===== config.mk =====
export PLATFORM = sky130hd
export DESIGN_NAME = two_wire_led_display_writer
export DESIGN_NICKNAME = d
export VERILOG_FILES = /design/src/design/twld_pkg.sv /design/src/design/twld_digit_split.sv /design/src/design/two_wire_led_display_writer.sv
export SDC_FILE = /design/constraint.sdc
export NUM_CORES = 1
export LEC_CHECK = 0
export ABC_AREA = 1
export BUFFER_PORTS_ARGS = -buffer_cell sky130_fd_sc_hd__clkbuf_2
export CAP_MARGIN = 20
export CORE_UTILIZATION = 55
export DETAILED_ROUTE_END_ITERATION = 10
export MAX_ROUTING_LAYER = met4
export PLACE_DENSITY = 0.79
export SKIP_LAST_GASP = 1
export SLEW_MARGIN = 40
export SYNTH_ARGS = -nofsm -noshare
export SYNTH_HDL_FRONTEND = slang
export SYNTH_SLANG_ARGS = --single-unit

===== constraint.sdc =====
create_clock -name clk -period 4.5 [get_ports clk]
set_input_delay 0.45 -clock clk [delete_from_list [all_inputs] [get_ports clk]]
set_output_delay 0.45 -clock clk [all_outputs]
set_load 0.02 [all_outputs]

===== src/design/twld_pkg.sv =====
// twld_pkg: shared types, constants and the segment table of the two-wire display writer
// used by twld_digit_split and two_wire_led_display_writer; no dependencies
`default_nettype none

package twld_pkg;

    typedef struct packed {
        logic        start_request;
        logic        opcode;
        logic [7:0]  command_byte;
        logic [15:0] number;
        logic        data_line_in;
    } twld_item_t;

    typedef struct packed {
        logic       clock_level;
        logic       data_level;
        logic       busy_res;
        logic       done_res;
        logic [1:0] status;
    } twld_result_t;

    typedef struct packed {
        logic [3:0] hund;
        logic [3:0] tens;
        logic [3:0] units;
    } twld_digits_t;

    localparam int unsigned CFG_INDEX_W = 1;
    localparam int unsigned CFG_DATA_W  = 8;

    localparam logic [CFG_INDEX_W-1:0] CFG_READY_WAIT_LIMIT = 1'b0;
    localparam logic [CFG_INDEX_W-1:0] CFG_ACK_WAIT_LIMIT   = 1'b1;

    localparam logic [7:0]  WAIT_LIMIT_RESET = 8'd50;
    localparam logic [7:0]  FRAME_ADDR_CMD   = 8'hC0;
    localparam logic [7:0]  FRAME_TAIL       = 8'h00;
    localparam logic [15:0] BLANK_THRESHOLD  = 16'd1000;

    localparam logic [2:0] LEN_COMMAND = 3'd1;
    localparam logic [2:0] LEN_DIGITS  = 3'd5;

    localparam logic [1:0] STATUS_OK          = 2'd0;
    localparam logic [1:0] STATUS_NO_RELEASE  = 2'd1;
    localparam logic [1:0] STATUS_ACK_MISSING = 2'd2;

    function automatic logic [7:0] seg_code(input logic [3:0] digit);
        logic [7:0] code;
        case (digit)
            4'd0:    code = 8'h3F;
            4'd1:    code = 8'h06;
            4'd2:    code = 8'h5B;
            4'd3:    code = 8'h4F;
            4'd4:    code = 8'h66;
            4'd5:    code = 8'h6D;
            4'd6:    code = 8'h7D;
            4'd7:    code = 8'h07;
            4'd8:    code = 8'h7F;
            4'd9:    code = 8'h6F;
            default: code = 8'h00;
        endcase
        return code;
    endfunction

endpackage

`default_nettype wire


===== src/design/twld_digit_split.sv =====
// twld_digit_split: splits a number below 1000 into decimal digits, one step per enabled cycle
// reciprocal multiplies with correction; depends on twld_pkg
`default_nettype none

module twld_digit_split (
    input  wire logic                 clk,
    input  wire logic                 step,
    input  wire logic                 load,
    input  wire logic [9:0]           value,
    output      twld_pkg::twld_digits_t digits
);
    import twld_pkg::*;

    logic [9:0]  num_reg;
    logic [3:0]  hund_reg;
    logic [6:0]  rem_reg;
    logic [3:0]  tens_reg;
    logic [3:0]  units_reg;

    logic [15:0] hund_prod;
    logic [9:0]  rem_full;
    logic [13:0] tens_prod;
    logic [6:0]  units_full;

    // x/100 = (x*41)>>12 and x/10 = (x*103)>>10 hold over the ranges used here
    assign hund_prod  = {6'd0, num_reg} * 16'd41;
    assign rem_full   = num_reg - ({6'd0, hund_reg} * 10'd100);
    assign tens_prod  = {7'd0, rem_reg} * 14'd103;
    assign units_full = rem_reg - ({3'd0, tens_reg} * 7'd10);

    always_ff @(posedge clk)
    begin
        if (step)
        begin
            if (load)
            begin
                num_reg <= value;
            end
            hund_reg  <= hund_prod[15:12];
            rem_reg   <= rem_full[6:0];
            tens_reg  <= tens_prod[13:10];
            units_reg <= units_full[3:0];
        end
    end

    assign digits = {hund_reg, tens_reg, units_reg};

endmodule

`default_nettype wire


===== src/design/two_wire_led_display_writer.sv =====
// two_wire_led_display_writer: bit-banged two-wire master for a seven-segment LED driver
// depends on twld_pkg and twld_digit_split
//
// Each transaction on the item channel is one bus tick and yields exactly one result
// transaction carrying the line levels and transfer status for that tick. The block takes
// one item per clock sustained unless the result side stalls; an item passes an input
// register and the sequencer step into the result register. Digits of the displayed
// number are worked out by a four-step divider pipeline that runs on the ticks before
// the first digit byte goes out. The user must write the wait limits through the plain
// write port only while no transfer is in progress; the block does not enforce this.
`default_nettype none

module two_wire_led_display_writer (
    input  wire logic                             clk,
    input  wire logic                             rst_n,
    input  wire logic                             item_valid,
    output      logic                             item_stall,
    input  wire twld_pkg::twld_item_t             item,
    output      logic                             result_valid,
    input  wire logic                             result_stall,
    output      twld_pkg::twld_result_t           result,
    input  wire logic                             cfg_write,
    input  wire logic [twld_pkg::CFG_INDEX_W-1:0] cfg_index,
    input  wire logic [twld_pkg::CFG_DATA_W-1:0]  cfg_data
);
    import twld_pkg::*;

    typedef enum logic [3:0] {
        PH_IDLE,
        PH_REL_DATA,
        PH_RAISE_CLK,
        PH_READY,
        PH_START_CLK,
        PH_BIT_SET,
        PH_BIT_HIGH,
        PH_BIT_LOW,
        PH_ACK_REL,
        PH_ACK_WAIT,
        PH_ACK_LOW,
        PH_STOP_A,
        PH_STOP_B,
        PH_STOP_C,
        PH_STOP_D
    } phase_t;

    logic [7:0]   ready_limit_reg;
    logic [7:0]   ack_limit_reg;

    logic         hold_valid_reg;
    twld_item_t   hold_item_reg;
    logic         advance;

    twld_result_t result_reg;
    logic         result_valid_reg;

    phase_t       phase_reg, phase_next;
    logic [2:0]   byte_pos_reg, byte_pos_next;
    logic [2:0]   bit_pos_reg, bit_pos_next;
    logic [7:0]   wait_count_reg, wait_count_next;
    logic [2:0]   frame_length_reg, frame_length_next;
    logic         ack_missed_reg, ack_missed_next;
    logic         clock_reg, clock_next;
    logic         data_reg, data_next;
    logic         busy_next;
    logic         done_next;
    logic [1:0]   status_next;

    logic [7:0]   byte0_reg;
    logic         blank_reg;
    logic         start_taken;
    logic         number_blank;
    logic [7:0]   frame_byte;
    logic [7:0]   bit_shifted;
    logic [9:0]   split_value;
    twld_digits_t digits;

    // configuration
    always_ff @(posedge clk or negedge rst_n)
    begin
        if (!rst_n)
        begin
            ready_limit_reg <= WAIT_LIMIT_RESET;
            ack_limit_reg   <= WAIT_LIMIT_RESET;
        end
        else if (cfg_write)
        begin
            case (cfg_index)
                CFG_READY_WAIT_LIMIT: ready_limit_reg <= cfg_data;
                CFG_ACK_WAIT_LIMIT:   ack_limit_reg   <= cfg_data;
                default:              ready_limit_reg <= ready_limit_reg;
            endcase
        end
    end

    // input register and handshake
    assign advance    = hold_valid_reg && (!result_valid_reg || !result_stall);
    assign item_stall = hold_valid_reg && !advance;

    always_ff @(posedge clk or negedge rst_n)
    begin
        if (!rst_n)
        begin
            hold_valid_reg <= 1'b0;
        end
        else if (item_valid && !item_stall)
        begin
            hold_valid_reg <= 1'b1;
        end
        else if (advance)
        begin
            hold_valid_reg <= 1'b0;
        end
    end

    always_ff @(posedge clk)
    begin
        if (item_valid && !item_stall)
        begin
            hold_item_reg <= item;
        end
    end

    // frame contents
    assign start_taken  = (phase_reg == PH_IDLE) && hold_item_reg.start_request;
    assign number_blank = hold_item_reg.number >= BLANK_THRESHOLD;
    assign split_value  = number_blank ? 10'd0 : hold_item_reg.number[9:0];

    twld_digit_split u_digit_split (
        .clk    (clk),
        .step   (advance),
        .load   (start_taken),
        .value  (split_value),
        .digits (digits)
    );

    always_ff @(posedge clk)
    begin
        if (advance && start_taken)
        begin
            blank_reg <= number_blank;
            if (hold_item_reg.opcode)
            begin
                byte0_reg <= number_blank ? FRAME_TAIL : FRAME_ADDR_CMD;
            end
            else
            begin
                byte0_reg <= hold_item_reg.command_byte;
            end
        end
    end

    always_comb
    begin
        case (byte_pos_reg)
            3'd0:    frame_byte = byte0_reg;
            3'd1:    frame_byte = blank_reg ? FRAME_TAIL : seg_code(digits.hund);
            3'd2:    frame_byte = blank_reg ? FRAME_TAIL : seg_code(digits.tens);
            3'd3:    frame_byte = blank_reg ? FRAME_TAIL : seg_code(digits.units);
            default: frame_byte = FRAME_TAIL;
        endcase
    end

    assign bit_shifted = frame_byte >> bit_pos_reg;

    // sequencer step
    always_comb
    begin
        phase_next        = phase_reg;
        byte_pos_next     = byte_pos_reg;
        bit_pos_next      = bit_pos_reg;
        wait_count_next   = wait_count_reg;
        frame_length_next = frame_length_reg;
        ack_missed_next   = ack_missed_reg;
        clock_next        = clock_reg;
        data_next         = data_reg;
        busy_next         = 1'b1;
        done_next         = 1'b0;
        status_next       = STATUS_OK;

        case (phase_reg)
            PH_IDLE:
            begin
                if (hold_item_reg.start_request)
                begin
                    frame_length_next = hold_item_reg.opcode ? LEN_DIGITS : LEN_COMMAND;
                    byte_pos_next     = 3'd0;
                    bit_pos_next      = 3'd0;
                    wait_count_next   = 8'd0;
                    ack_missed_next   = 1'b0;
                    phase_next        = PH_REL_DATA;
                end
                else
                begin
                    busy_next = 1'b0;
                end
            end
            PH_REL_DATA:
            begin
                data_next  = 1'b1;
                phase_next = PH_RAISE_CLK;
            end
            PH_RAISE_CLK:
            begin
                clock_next      = 1'b1;
                wait_count_next = 8'd0;
                phase_next      = PH_READY;
            end
            PH_READY:
            begin
                if (wait_count_reg >= ready_limit_reg)
                begin
                    busy_next   = 1'b0;
                    done_next   = 1'b1;
                    status_next = STATUS_NO_RELEASE;
                    phase_next  = PH_IDLE;
                end
                else if (hold_item_reg.data_line_in)
                begin
                    data_next  = 1'b0;
                    phase_next = PH_START_CLK;
                end
                else
                begin
                    wait_count_next = wait_count_reg + 8'd1;
                end
            end
            PH_START_CLK:
            begin
                clock_next    = 1'b0;
                byte_pos_next = 3'd0;
                bit_pos_next  = 3'd0;
                phase_next    = PH_BIT_SET;
            end
            PH_BIT_SET:
            begin
                data_next  = bit_shifted[0];
                phase_next = PH_BIT_HIGH;
            end
            PH_BIT_HIGH:
            begin
                clock_next = 1'b1;
                phase_next = PH_BIT_LOW;
            end
            PH_BIT_LOW:
            begin
                clock_next   = 1'b0;
                bit_pos_next = bit_pos_reg + 3'd1;
                phase_next   = (bit_pos_next == 3'd0) ? PH_ACK_REL : PH_BIT_SET;
            end
            PH_ACK_REL:
            begin
                data_next       = 1'b1;
                wait_count_next = 8'd0;
                phase_next      = PH_ACK_WAIT;
            end
            PH_ACK_WAIT:
            begin
                if ((wait_count_reg >= ack_limit_reg) || !hold_item_reg.data_line_in)
                begin
                    if (wait_count_reg >= ack_limit_reg)
                    begin
                        ack_missed_next = 1'b1;
                    end
                    data_next  = 1'b0;
                    clock_next = 1'b1;
                    phase_next = PH_ACK_LOW;
                end
                else
                begin
                    wait_count_next = wait_count_reg + 8'd1;
                end
            end
            PH_ACK_LOW:
            begin
                clock_next    = 1'b0;
                byte_pos_next = byte_pos_reg + 3'd1;
                phase_next    = (byte_pos_next >= frame_length_reg) ? PH_STOP_A : PH_BIT_SET;
            end
            PH_STOP_A:
            begin
                phase_next = PH_STOP_B;
            end
            PH_STOP_B:
            begin
                data_next  = 1'b0;
                phase_next = PH_STOP_C;
            end
            PH_STOP_C:
            begin
                clock_next = 1'b1;
                phase_next = PH_STOP_D;
            end
            PH_STOP_D:
            begin
                data_next   = 1'b1;
                busy_next   = 1'b0;
                done_next   = 1'b1;
                status_next = ack_missed_reg ? STATUS_ACK_MISSING : STATUS_OK;
                phase_next  = PH_IDLE;
            end
            default:
            begin
                busy_next  = 1'b0;
                phase_next = PH_IDLE;
            end
        endcase
    end

    always_ff @(posedge clk or negedge rst_n)
    begin
        if (!rst_n)
        begin
            phase_reg        <= PH_IDLE;
            byte_pos_reg     <= 3'd0;
            bit_pos_reg      <= 3'd0;
            wait_count_reg   <= 8'd0;
            frame_length_reg <= 3'd0;
            ack_missed_reg   <= 1'b0;
            clock_reg        <= 1'b1;
            data_reg         <= 1'b1;
            result_valid_reg <= 1'b0;
            result_reg       <= '0;
        end
        else
        begin
            if (advance)
            begin
                phase_reg              <= phase_next;
                byte_pos_reg           <= byte_pos_next;
                bit_pos_reg            <= bit_pos_next;
                wait_count_reg         <= wait_count_next;
                frame_length_reg       <= frame_length_next;
                ack_missed_reg         <= ack_missed_next;
                clock_reg              <= clock_next;
                data_reg               <= data_next;
                result_valid_reg       <= 1'b1;
                result_reg.clock_level <= clock_next;
                result_reg.data_level  <= data_next;
                result_reg.busy_res    <= busy_next;
                result_reg.done_res    <= done_next;
                result_reg.status      <= status_next;
            end
            else if (!result_stall)
            begin
                result_valid_reg <= 1'b0;
            end
        end
    end

    assign result_valid = result_valid_reg;
    assign result       = result_reg;

    // checks
    assert property (@(posedge clk) disable iff (!rst_n)
        item_stall |-> hold_valid_reg && result_valid_reg)
        else $error("input stalled without a waiting result");

    assert property (@(posedge clk) disable iff (!rst_n)
        advance |=> result_valid_reg)
        else $error("processed transaction produced no result");

    assert property (@(posedge clk) disable iff (!rst_n)
        (phase_reg != PH_IDLE) |->
            (frame_length_reg == LEN_COMMAND) || (frame_length_reg == LEN_DIGITS))
        else $error("transfer running with bad frame length");

    assert property (@(posedge clk) disable iff (!rst_n)
        result_valid_reg && (result_reg.status != STATUS_OK) |-> result_reg.done_res)
        else $error("status reported without done");

    assert property (@(posedge clk) disable iff (!rst_n)
        advance && (phase_reg == PH_STOP_D) |=> (phase_reg == PH_IDLE) && data_reg && clock_reg)
        else $error("stop did not leave lines released");

endmodule

`default_nettype wire


==> impl_results.md, run 1 <==
- Number of cells produced by synthesis: just over 1000
- Global-route wire length before repair: 30300 um
- Vias/cell: 5.16
- GPL Wtd Cong: 0.903
- Number of nets with antenna violations after detailed routing: 0
- Tightest hold margin: between 100 and 150 ps
- Startpoint kind of the worst setup timing path: flip-flop
- Hold buffer count at cts: 0
- Number of buffers and inverters on the critical path: 4
- Cell leakage power: between 4 and 5 nW
- CTS root buf: sky130_fd_sc_hd__clkbuf_16
- Cell depth of the worst flop-to-flop path: 21
- Detailed placer's ending HPWL: 13300 um
- Leading cell types in the layout, fill and taps excluded: sky130_fd_sc_hd__nand2_1, sky130_fd_sc_hd__inv_1, sky130_fd_sc_hd__ha_1
- Final setup fails: 0
- Share of async-settable or async-resettable flops after synthesis: approximately 35%
- Count of final max-slew check failures: 0
- Achievable clock frequency: 248 MHz
- Overall global routing resource usage: roughly 24%
- Post-cts resize count: 0
- Total of flip-flops plus latches after synthesis: about 130
- Outcome: completed
- Buffers added on ports: 48
- Via total after detailed routing: 6704
- Crit end category: flip-flop
- Via count of the first global-routing pass: 6599
- CP max stage cell: sky130_fd_sc_hd__fa_1
- CTS tree: done
- Crit share post-route: 89.7%
- Average cell area after synthesis: 8.77 sq um
- CTS clk-pin slew, worst paths: 70 ps
- Number of antenna violations at the first check in global routing: 0
- Max-Slew Margin vs Limit: about three fifths
- Horizontal extent of the die: 129 um
- Initial Utilization: 56.0%
- Slack of the worst reg-to-reg path: 460 ps
- Synth unique cells: 53
- WP data arrival: about 4400 ps
- Post-CTS Setup Repair Bufs: 0
- Fraction of final layout cells with drive strength greater than 1: ~15%
- Critical path origin: u_digit_split.rem_reg[5]
- WS Path Type: reg -> reg
- Layout overhead on the synthesized area: 11.9%
- DIE HEIGHT: about 130 um
- Min Clock Period, post-route: 4040 ps
- Cell type group with the largest total delay on the critical path: adder cells
- Total I/O pin count: 49
- Maximum clock insertion buffer count: 2
- Yosys synthesis warning count: 0
- Most frequently used flop master after synthesis: sky130_fd_sc_hd__edfxtp_1
- Critical path depth in cells: 21
- Area of the core: 15800 sq um
- Worst slew pin tran: about 600 ps
- Worst hold path type: in -> async
- Setup Skew: 10.8 ps
- H-tree levels: 4
- Post-synthesis instance area: 8860 sq um
- Most prevalent standard cell on the critical path: sky130_fd_sc_hd__nand2_1
- Wirelength per Cell: between 10 and 15 um
- Overflow left after global routing: 0
- Final nets: 1245
- Net count of the mapped netlist: 1186
- Sink count of the clock tree: 133
- Drt initial violations: 300
- Number of CTS-inserted buffers: 17
- Most frequent standard cell in the layout excluding fill and tap cells: sky130_fd_sc_hd__nand2_1
- Number of synthesized flops with an enable pin: 65
- Pwr dens: 696 nW/um^2
- Biggest fanout along the worst timing path: 5
- Setup repair after global routing missed its margin: false
- Worst-case vdd ir drop: approximately 0.37 mV
- Number of violations of the max-capacitance limit: 0
- Sequential cell area fraction in the yosys report: 40.2%
- TritonRoute pass-1 iters: 5
- DRC violation count after routing: 0
- Cells traversed along the worst timing path: ha_1, ha_1, inv_1, fa_1, fa_1, inv_1, ha_1, a21oi_1, o21ai_0, nand2_1, nand3_1, nand2_1, nand3_1, nand2_2, inv_2, ha_1, inv_1, nand3_1, nand2_1, nand2_1, nand2_1
- Overall die area: approximately 17000 sq um
- Clock Latency Late Sink: between 400 and 500 ps
- Routed WL: 17800 um
- Ant diodes: 0
- Largest net degree at the start of global routing: 48
- Standard-cell row count: 46
- Highest cell delay on the worst timing path: 510 ps
- Data required, critical path: 4810 ps
- R2R Path Start: u_digit_split.rem_reg[5]
- Setup TNS after final layout: 0 ps
- Final hold violations: 0
[power by group]
group | internal, W | switching [W] | leakage (nW)
clock network | 0.000830 | 0.000585 | 0.281
logic | 0.00137 | 0.00227 | 3.33
registers | 0.00164 | 0.000198 | 1.38
[cells in the mapped netlist, types with 4 or more instances]
library cell               number  area (sq um)
sky130_fd_sc_hd__a21oi_1       22           110
sky130_fd_sc_hd__a31oi_1        7          43.8
sky130_fd_sc_hd__buf_6          5          56.3
sky130_fd_sc_hd__dfrtp_1       39           976
sky130_fd_sc_hd__dfstp_2        8           210
sky130_fd_sc_hd__dfxtp_1       21           420
sky130_fd_sc_hd__edfxtp_1      65          1950
sky130_fd_sc_hd__fa_1          14           280
sky130_fd_sc_hd__ha_1         121          1510
sky130_fd_sc_hd__inv_1        147           552
sky130_fd_sc_hd__inv_2         14          52.6
sky130_fd_sc_hd__nand2_1      247           927
sky130_fd_sc_hd__nand2_2        6          37.5
sky130_fd_sc_hd__nand2_4        9           101
sky130_fd_sc_hd__nand3_1       60           300
sky130_fd_sc_hd__nand4_1        8          50.1
sky130_fd_sc_hd__nor2_1        71           267
sky130_fd_sc_hd__nor2_2         8          50.1
sky130_fd_sc_hd__o21ai_0       44           220
sky130_fd_sc_hd__o21ai_1       15          75.1
sky130_fd_sc_hd__o21ai_2        4          35.0
sky130_fd_sc_hd__or2_2          5          31.3
sky130_fd_sc_hd__xnor2_1       13           114
sky130_fd_sc_hd__xor2_1         5          43.8
[cell families (layout without fill, tap and decap cells)]
logic type      after synthesis  count (layout)  synth area share, %
simple gates                440             440                 22.7
buf+inv                     174             246                 7.87
fa+ha+maj                   135             135                 20.3
flops                       133             133                 40.2
compound gates              110             110                 7.23
xor+xnor                     18              18                 1.78
[metrics by stage]
stage | total power (W) | utilization [%] | setup slack, ps | cells | area, sq um
global placement | 0.00536 | 58.8 | 583 | 1266 | 9310
CTS | 0.00690 | 62.6 | 451 | 1298 | 9910
global route | 0.00755 | 62.6 | 154 | 1298 | 9910
detailed placement | 0.00545 | 58.8 | 467 | 1266 | 9310
floorplan | 0.00465 | - | 799 | 1010 | 8860
finish | 0.00690 | 62.6 | 463 | 1298 | 9910
[metal layers]
metal | global-route usage (%) | up-vias | part of all wire (%)
li1 | - | 3410 | -
met1 | 29.6 | 3104 | 45
met2 | 40.2 | 160 | 48
met3 | 4.32 | 30 | 4.5
met4 | 8.10 | 0 | 1.8
met5 | - | - | 0
[area by class of cell]
| type | instances | area (sq um) |
|---|---|---|
| clock buffers | 17 | 425 |
| fillers | 1321 | 5920 |
| inverters | 163 | 614 |
| repair buffers | 51 | 263 |
| well taps | 216 | 270 |
| clock inverters | 15 | 169 |
| flip-flops and latches | 133 | 3560 |
| multi-input cells | 703 | 4610 |
[how the worst min path moves through the flow]
stage | startpoint | end | slack, ps
3_5_place_dp | data_reg | data_reg | 460
3_3_place_gp | data_reg | data_reg | 460
4_1_cts | rst_n | phase_reg[2] | 140
5_1_grt | rst_n | phase_reg[2] | 180
6_report | rst_n | result[3] | 100
2_1_floorplan | rst_n | ack_limit_reg[0] | 150
Note: power is estimated with default switching activity, not from simulation.
==> run 2: changes to the inputs <==
CAP_MARGIN = unset   (was 20)
RECOVER_POWER = 50   (was unset)
==> impl_results.md, run 2 (synthesis gave the netlist of run 1 again) <==
- TritonRoute pass-1 iters: 5
- Setup repair after global routing missed its margin: false
- Vias/cell: 5.16
- Worst-case vdd ir drop: 0.374 mV
- Internal: 0.00384 W
- Most prevalent standard cell on the critical path: sky130_fd_sc_hd__nand2_1
- Crit end category: flip-flop
- Hold buffer count at cts: 0
- Hold Path Stages: 1
- Final Util: around 62%
- Via total after detailed routing: 6692
- Critical path depth in cells: 21
- Worst hold path type: in -> reg
- Cell leakage power: 4.95 nW
- Horizontal extent of the die: about 130 um
- Maximum clock insertion buffer count: 2
- CTS root buf: sky130_fd_sc_hd__clkbuf_16
- Setup Skew: 10.4 ps
- Data required, critical path: around 4800 ps
- Area of the core: 15800 sq um
- Cell type group with the largest total delay on the critical path: adder cells
- Crit share post-route: 89.6%
- Buffers added on ports: 48
- DIE HEIGHT: 129 um
- Sequential cell area: 3560 sq um
- Wirelength per Cell: 13.7 um
- Number of antenna violations at the first check in global routing: 0
- Global-route wire length before repair: 30300 um
- Number of buffers and inverters on the critical path: 4
- Largest net degree at the start of global routing: 48
- Startpoint kind of the worst setup timing path: flip-flop
- Fraction of final layout cells with drive strength greater than 1: 13.1%
- Number of nets with antenna violations after detailed routing: 0
- Count of final max-slew check failures: 48
- WP data arrival: 4340 ps
- WS Path Type: reg -> reg
- Most frequent standard cell in the layout excluding fill and tap cells: sky130_fd_sc_hd__nand2_1
- Violations in the final reports: max-capacitance violations, max-slew violations
- Via count of the first global-routing pass: 6599
- Pwr dens: 697 nW/um^2
- Post-CTS Setup Repair Bufs: 0
- Max-Slew Margin vs Limit: -67.7%
- Cell depth of the worst flop-to-flop path: 21
- Overall global routing resource usage: 24.1%
- Startpoint of the worst hold path: item[8]
- Portion of total power attributed to sequential cells: a little over a quarter
- Sink count of the clock tree: ~130
- Outcome: complete, but fails checks
- Biggest fanout along the worst timing path: 5
- Worst slew pin tran: about 2500 ps
- Initial Utilization: a little under three fifths
- R2R Path Start: u_digit_split.rem_reg[5]
- Detailed placer's ending HPWL: 13300 um
- Achievable clock frequency: 248 MHz
- Final hold violations: 0
- Area used by multi-input combinational logic: 4600 sq um
- CP max stage cell: sky130_fd_sc_hd__fa_1
- GPL Wtd Cong: between 0.9 and 1
- Post-cts resize count: 0
- Standard-cell row count: 46
- H-tree levels: 4
- Number of CTS-inserted buffers: 17
- Routed WL: 17800 um
- Number of violations of the max-capacitance limit: 1
- Detailed-routing wirelength on met1: 8030 um
- DR WL met2: 8610 um
- Total net switching power: 0.00305 W
- Cells traversed along the worst timing path: ha_1, ha_1, inv_1, fa_1, fa_1, inv_1, ha_1, a21oi_1, o21ai_0, nand2_1, nand3_1, nand2_1, nand3_1, nand2_2, inv_2, ha_1, inv_1, nand3_1, nand2_1, nand2_1, nand2_1
- Fillers: 1332
- Final nets: 1245
- Leading cell types in the layout, fill and taps excluded: sky130_fd_sc_hd__nand2_1, sky130_fd_sc_hd__inv_1, sky130_fd_sc_hd__ha_1
- Routed wire length on met3: 799 um
- CTS tree: done
- Total I/O pin count: 49
- Layout overhead on the synthesized area: 11.5%
- Top metal layer carrying routed signals: met4
- Clock Latency Late Sink: around 420 ps
- Worst Hold Path EP: hold_item_reg[8]
- Slack of the worst reg-to-reg path: 470 ps
- CTS clk-pin slew, worst paths: 70 ps
- Final setup fails: 0
- Overflow left after global routing: 0
- Min Clock Period, post-route: 4030 ps
- Highest cell delay on the worst timing path: 510 ps
- Sw frac: 44.3%
- Clk pwr share: between 20% and 30%
- Proportion of power drawn by combinational gates: 52.8%
- DRC violation count after routing: 0
- Setup TNS after final layout: 0 ps
- Overall die area: between 15000 and 20000 sq um
- Ant diodes: 0
- Drt initial violations: between 300 and 400
## run 2: changes by cell type in the layout (fill, tap and decap cells not counted), sizes merged
cell / previous run / this run
clkinv: 3 / 4
inv: 169 / 168
buf: 3 / 1
clkbuf: 65 / 67
## run 2: final cells by class
| type | count | area share [%] |
|---|---|---|
| Multi-Input combinational cell | 703 | 46.5 |
| Sequential cell | 133 | 36.0 |
| Inverter | 163 | 6.22 |
| Clock buffer | 17 | 4.31 |
| Tap cell | 216 | 2.74 |
| Timing Repair Buffer | 51 | 2.46 |
| Clock inverter | 15 | 1.71 |
## run 2: worst max-delay path by stage
stage                              from  slack, ps   endpoint
3_3_place_gp   u_digit_split.rem_reg[5]        580  flip-flop
4_1_cts        u_digit_split.rem_reg[5]        450  flip-flop
2_1_floorplan  u_digit_split.rem_reg[5]        800  flip-flop
5_1_grt        u_digit_split.rem_reg[5]        150  flip-flop
3_5_place_dp   u_digit_split.rem_reg[5]        470  flip-flop
6_report       u_digit_split.rem_reg[5]        470  flip-flop
## run 2: layer usage
metal | global-route usage [%] | vias up
met5 | - | -
met4 | 8.10 | 0
met3 | 4.32 | 28
met2 | 40.2 | 164
met1 | 29.6 | 3094
li1 | - | 3406
## run 2: worst reg2reg max path, delay by kind of cell (launching register included)
kind                       cells  cell delay, ps
DFF                            1             490
buffers and inverters          4             230
AOI/OAI and AO/OA              2             330
adders and majority gates      6            2170
and+or+nand+nor                9             680
## run 2: per-stage QoR
stage                     hold slack, ps  setup WS, ps  area [sq um]  power, W  instances
after floorplan                      154           799          8860   0.00465       1010
after global placement               456           583          9310   0.00536       1266
after detailed placement             464           467          9310   0.00545       1266
after CTS                            139           451          9910   0.00690       1298
after global routing                 182           154          9880   0.00754       1298
final                                200           467          9880   0.00689       1298
## run 2: power by group through the flow
stage	logic (W)	registers (W)	clock network, W
after floorplan	0.00286	0.00179	0
after global placement	0.00350	0.00185	0
after detailed placement	0.00360	0.00185	0
after CTS	0.00363	0.00184	0.00143
after global routing	0.00418	0.00188	0.00148
final	0.00363	0.00184	0.00141
==> run 3: changes to the inputs <==
SYNTH_HIERARCHICAL = 1   (was unset)
==> impl_results.md, run 3 <==
- Outcome: complete, but fails checks
- Violations in the final reports: max-capacitance violations, max-slew violations
- Worst hold path type: in -> reg
- Yosys synthesis warning count: 6
- Number of flip-flops under the largest register name: 27
- Most frequent standard cell in the layout excluding fill and tap cells: sky130_fd_sc_hd__nand2_1
- Overall global routing resource usage: 22.2%
- Post-synthesis instance area: 8110 sq um
- Number of synthesized flops with an enable pin: 65
- Setup TNS after final layout: 0 ps
- Synth unique cells: 46
- TritonRoute pass-1 iters: 5
- Number of antenna violations at the first check in global routing: 0
- Biggest fanout along the worst timing path: 27
- Via count of the first global-routing pass: 5647
- Pre-CTS setup slack: 1200 ps
- Share of async-settable or async-resettable flops after synthesis: a little over two fifths
- Setup repair after global routing missed its margin: false
- Worst slew pin tran: around 2500 ps
- WS Path Type: reg -> reg
- DR WL met2: ~7000 um
- Post-Layout Cell Count: approximately 1200
- Max-Slew Margin vs Limit: -66.7%
- Sequential cell area fraction in the yosys report: 38.7%
- Routed WL: 15000 um
- Data required, critical path: 4490 ps
- Post-synth top area share: 24.1%
- Post-cts resize count: 0
- DIE HEIGHT: 123 um
- Top metal layer carrying routed signals: met4
- Crit share post-route: 73.6%
- Min Clock Period, post-route: 3310 ps
- Layout overhead on the synthesized area: 8.79%
- Wirelength per Cell: roughly 12 um
- Area of the core: 14500 sq um
- CTS clk-pin slew, worst paths: 70 ps
- Drt initial violations: between 300 and 400
- Buffers added on ports: 48
- Most used standard cell by instance count after synthesis: sky130_fd_sc_hd__nand2_1
- Horizontal extent of the die: ~120 um
- Library cell with the largest summed area after synthesis: sky130_fd_sc_hd__edfxtp_1
- Sink count of the clock tree: approximately 110
- Global-route wire length before repair: roughly 26000 um
- Most frequently used flop master after synthesis: sky130_fd_sc_hd__edfxtp_1
- Number of nets with antenna violations after detailed routing: 0
- Count of final max-slew check failures: 76
- CTS tree: done
- Routed wire length on met3: 533 um
- Number of cells produced by synthesis: 981
- Ant diodes: 0
- Final nets: 1209
- Average cell area after synthesis: 8.27 sq um
- Initial Utilization: a little under three fifths
- Hold buffer count at cts: 0
- Dominant cells by area after synthesis: sky130_fd_sc_hd__edfxtp_1, sky130_fd_sc_hd__ha_1, sky130_fd_sc_hd__nand2_1
- Achievable clock frequency: 302 MHz
- Overall die area: roughly 15000 sq um
- Detailed placer's ending HPWL: 11800 um
- Tightest hold margin: 265 ps
- WP data arrival: approximately 3300 ps
- Commonest cells in the synthesized netlist: sky130_fd_sc_hd__nand2_1, sky130_fd_sc_hd__inv_1, sky130_fd_sc_hd__ha_1
- Setup Skew: ~6.4 ps
- Detailed-routing wirelength on met1: 7440 um
- Vias/cell: 5.05
- Maximum clock insertion buffer count: 2
- Startpoint kind of the worst setup timing path: flip-flop
- Number of CTS-inserted buffers: 9
- Fraction of final layout cells with drive strength greater than 1: 9.03%
- Cell leakage power: ~4.7 nW
- Largest net degree at the start of global routing: 48
- Via total after detailed routing: approximately 6200
- Overflow left after global routing: 0
- Number of violations of the max-capacitance limit: 2
- DRC violation count after routing: 0
- Worst setup slack after layout: 1190 ps
- Final Util: 60.9%
- Total instance count after detailed placement: approximately 1200
- Pwr dens: 603 nW/um^2
- CTS root buf: sky130_fd_sc_hd__clkbuf_16
- Net count of the mapped netlist: 1154
- Standard-cell row count: 44
- H-tree levels: 3
- Final hold violations: 0
- Worst-case vdd ir drop: 0.422 mV
- Final setup fails: 0
- Crit end category: flip-flop
- Total of flip-flops plus latches after synthesis: ~110
- Leading cell types in the layout, fill and taps excluded: sky130_fd_sc_hd__nand2_1, sky130_fd_sc_hd__inv_1, sky130_fd_sc_hd__ha_1
- Total I/O pin count: 49
- GPL Wtd Cong: roughly 0.88
- Post-CTS Setup Repair Bufs: 0
- Clock Latency Late Sink: 360 ps
==> run 3: changes by cell type after synthesis, sizes merged, moves of 3 or more <==
cell | previous run | this run
xor2 | 5 | 8
xnor2 | 13 | 5
buf | 8 | 3
nor2 | 82 | 74
and2 | 4 | 0
a31oi | 7 | 1
dfxtp | 21 | 0
inv | 162 | 197
nand2 | 262 | 273
ha | 121 | 118
o21ai | 65 | 51
or2 | 8 | 3
a21oi | 24 | 20
==> run 3: layout make-up <==
cell class | count | area (sq um)
clock buffer | 11 | 243
clock inverter | 5 | 38.8
fill | 1232 | 5650
inverter | 198 | 743
multi-input combinational | 665 | 4190
sequential | 112 | 3140
tap | 184 | 230
timing repair buffer | 50 | 238
==> run 3: cells by family after synthesis <==
| kind of cell | after synthesis | synth area share [%] |
|---|---|---|
| flip-flops | 112 | 38.7 |
| adder cells (fa/ha/maj) | 132 | 21.7 |
| buffers and inverters | 204 | 9.64 |
| AO/OA/AOI/OAI | 87 | 6.09 |
| XOR/XNOR | 13 | 1.40 |
| AND/OR/NAND/NOR | 433 | 22.5 |
==> run 3: worst paths after layout <==
kind,to,cells past startpoint,from,slack [ps]
setup / recovery,byte0_reg[0],6,result_valid,1190
hold / removal,hold_item_reg[26],1,item[26],270
setup reg to reg,byte0_reg[0],6,result_valid,1190
hold reg to reg,data_reg,2,data_reg,470
max in group asynchronous,ready_limit_reg[7],2,rst_n,2130
min in group asynchronous,phase_reg[1],2,rst_n,960
==> run 3: critical path, stage by stage (launching register included) <==
cell,delay [ps]
sky130_fd_sc_hd__dfrtp_1,380
sky130_fd_sc_hd__nand2_1,100
sky130_fd_sc_hd__inv_1,60
sky130_fd_sc_hd__nor2_2,70
sky130_fd_sc_hd__clkbuf_1,1200
sky130_fd_sc_hd__inv_1,540
sky130_fd_sc_hd__nor2_2,590
==> run 3: layer usage <==
metal  global-route usage [%]  up-vias
met5                        -        -
met4                     6.40        0
met3                     3.00       19
met2                     34.7      112
met1                     30.1     2811
li1                         -     3241
==> run 3: power breakdown <==
| part | switching, W | internal (W) |
|---|---|---|
| logic | 0.00188 | 0.00113 |
| clock network | 0.000374 | 0.000396 |
| registers | 0.000189 | 0.00135 |
| total | 0.00244 | 0.00288 |
==> run 3: stage by stage <==
step           instance area (sq um)  power [W]
2_1_floorplan                   8110    0.00387
3_3_place_gp                    8560    0.00447
4_1_cts                         8840    0.00535
5_1_grt                         8820    0.00591
6_report                        8820    0.00532
3_5_place_dp                    8560    0.00455
